--- config.mk ---
export PLATFORM = sky130hd
export DESIGN_NAME = slpt_ram
export DESIGN_NICKNAME = d
export VERILOG_FILES = /design/src/hdl/slpt_ram.sv
export SDC_FILE = /design/constraint.sdc
export NUM_CORES = 1
export LEC_CHECK = 0
export BUFFER_PORTS_ARGS = -buffer_cell sky130_fd_sc_hd__buf_2
export CAP_MARGIN = 15
export CORE_UTILIZATION = 35
export CTS_BUF_LIST = sky130_fd_sc_hd__clkbuf_8
export DETAILED_ROUTE_END_ITERATION = 16
export PLACE_DENSITY = 0.58
export SETUP_SLACK_MARGIN = 0.05
export SLEW_MARGIN = 20
export SYNTH_ARGS = -nofsm -noshare
export SYNTH_HDL_FRONTEND = slang
export SYNTH_SLANG_ARGS = --single-unit
--- constraint.sdc ---
create_clock -name i_clk -period 1.12 [get_ports i_clk]
set_input_delay 0.168 -clock i_clk [delete_from_list [all_inputs] [get_ports i_clk]]
set_output_delay 0.168 -clock i_clk [all_outputs]
set_load 0.01 [all_outputs]
--- src/hdl/slpt_ram.sv ---
// ----------------------------------------------------------------------------
// Simple dual-port RAM
// One write port and one read port with registered read data.
// ----------------------------------------------------------------------------
module slpt_ram #(
    parameter int WIDTH = 8,
    parameter int DEPTH = 2
) (
    input  logic                     i_clk,
    input  logic                     i_we,
    input  logic [$clog2(DEPTH)-1:0] i_waddr,
    input  logic [WIDTH-1:0]         i_wdata,
    input  logic [$clog2(DEPTH)-1:0] i_raddr,
    output logic [WIDTH-1:0]         o_rdata
);

    logic [WIDTH-1:0] r_mem [DEPTH];
    logic [WIDTH-1:0] r_rdata;

    always_ff @(posedge i_clk) begin
        if (i_we) begin
            r_mem[i_waddr] <= i_wdata;
        end
        r_rdata <= r_mem[i_raddr];
    end

    assign o_rdata = r_rdata;

endmodule

==> flow_summary.json <==
{
  "core_um2": 2040,
  "drt_wl_total_um": 870,
  "yosysMostFrequentCell": "edfxtp_1",
  "synthTopCellsByArea": "edfxtp_1 61%, dfxtp_1 20%, mux2_4 15%",
  "reg2reg_slack_ns": 0.37,
  "synth_edf_count": 16,
  "layout.nets": 72,
  "worstPathRequired_ns": 0.95,
  "syn_to_final_growth_pct": 22.6,
  "post-cts-setup-buffers": 0,
  "grt_max_degree": 14,
  "fmax_mhz": 1180,
  "syn_area_per_cell_um2": 22.4,
  "numCtsBuffers": 3,
  "dr.first_iter.drc_count": 5,
  "skew_ns": 0.00169,
  "drive_gt1_share_pct": 54.2,
  "ys_seq_elements": 24,
  "synthArstFlopShare_pct": 0,
  "post_cts_resize_count": 0,
  "stdcell_count": 86,
  "timing.final.crit_share_pct": 75.8,
  "slew_violations": 0,
  "routed_via_density": 4.14,
  "portBuffers": 19,
  "period_minus_slack_ns": 0.848,
  "p_leak_nw": 0.396,
  "yosys.area.top_type": "edfxtp_1",
  "grt_pass1_vias": 357,
  "synth_cells": 35,
  "worstPathMaxFanout": 1,
  "core.rowCount": 16,
  "wire_per_inst_um": 10.1,
  "path_buf_inv": 1,
  "vias": 356,
  "antenna_left": 0,
  "track_usage_pct": 8.26,
  "max_stage_delay_ns": 0.30,
  "end_kind": "output port",
  "path_cells": "buf_2",
  "antenna_found_initial": 0,
  "n_antenna_cell": 0,
  "synth_cell_types": 6,
  "synth_common_cells": "16 x edfxtp_1, 8 x dfxtp_1, 8 x mux2_4",
  "io_pins": 20,
  "maxSlewHeadroom_pct": 76.7,
  "htree_levels": 1,
  "syn-cell-area_um2": 785,
  "syn-num-nets": 47,
  "tightestPinTransition_ns": 0.350,
  "hold_viol": 0,
  "hold_class": "input port to register",
  "rsz0062_at_grt": "false",
  "yosys.area.top_type_share_pct": 61.2,
  "holdWs_ns": 0.0964,
  "dieHeight_um": 49.3,
  "final_cell_area_um2": 962,
  "clkSinkCount": 24,
  "clk_pin_slew_ns": 0.07,
  "crit_type": "register to output port",
  "fillCellCount": 193,
  "seq_area_frac_synth_pct": 81.7,
  "power_density_nw_per_um2": 1700,
  "place.gp.congestion": 0.647,
  "crit_slowest_cell": "dfxtp_1",
  "die-area_um2": 2430,
  "status": "completed",
  "drv_cap": 0,
  "dr.pass1.iters": 3,
  "fin_setup_tns_ns": 0,
  "placed_cells": 82,
  "clkLatencyLatePin_ns": 0.26,
  "crit_arrival_ns": 0.68,
  "drc": 0,
  "grt_pass1_wl_um": 1410,
  "cts_root_buffer": "clkbuf_8",
  "cp_top_family": "flip-flops",
  "clockBufferDepth": 2,
  "start_util_pct": 38.4,
  "ir_drop_mv": 0.824,
  "synth_flop_cell": "edfxtp_1",
  "place_area_um2": 917,
  "setup_viol": 0,
  "cp-start-kind": "register",
  "cts_tree": "done",
  "overflow": 0,
  "synth_warnings": 0,
  "hold_buffers": 0,
  "die_w_um": 49.3
}
## metal layers
layer | part of all wire, % | GRT usage [%] | wire length (um)
met1 | 39 | 7.46 | 339
met2 | 55 | 15.1 | 477
met3 | 6.1 | 2.80 | 53
met4 | 0 | 5.88 | 0
met5 | 0 | 0 | 0
## metrics by stage
step	utilization (%)	total power, mW	worst slack, ns
5_1_grt	47.1	1.72	0.221
4_1_cts	47.1	1.66	0.261
6_report	47.1	1.64	0.272
2_1_floorplan	-	1.12	0.159
3_5_place_dp	44.9	1.18	0.176
3_3_place_gp	44.9	1.18	0.201
## registers in the layout, summed over array words and instances (netlist names)
register and cells:
r_mem 16, o_rdata 8
## cells by family after synthesis
logic type	count (synthesis)	synth area share [%]
mux	8	15.3
buf+inv	1	1.44
flops	24	81.7
simple gates	2	1.60
## power breakdown
group | switching (mW) | leakage, nW | internal [mW]
clock | 0.236 | 0.0231 | 0.244
combinational | 0.0542 | 0.156 | 0.0753
sequential | 0.0144 | 0.218 | 1.01
## path summary, 6_finish.rpt
| kind | cells after the start | end | startpoint |
|---|---|---|---|
| min | 1 | r_mem[0][0] | i_wdata[0] |
| min reg2reg | 1 | o_rdata[6] | r_mem[0][6] |
| max | 1 | o_rdata[2] | o_rdata[2] |
| max reg2reg | 1 | o_rdata[7] | r_mem[1][7] |
## cells in the final DEF (no fill, tap or decap)
cell type,n
mux2_4,8
edfxtp_1,16
and2_1,1
nor2b_1,1
buf_2,19
buf_4,2
dfxtp_1,8
clkbuf_8,3
clkinv_1,1
## layout make-up
type                            count  area (um^2)  area share [%]
Sequential cell                    24          641            66.6
Multi-Input combinational cell     10          133            13.8
Timing Repair Buffer               21          110            11.4
Clock buffer                        3         41.3            4.29
Tap cell                           27         33.8            3.51
Clock inverter                      1         3.75           0.390
Note: power is estimated with default switching activity, not from simulation.
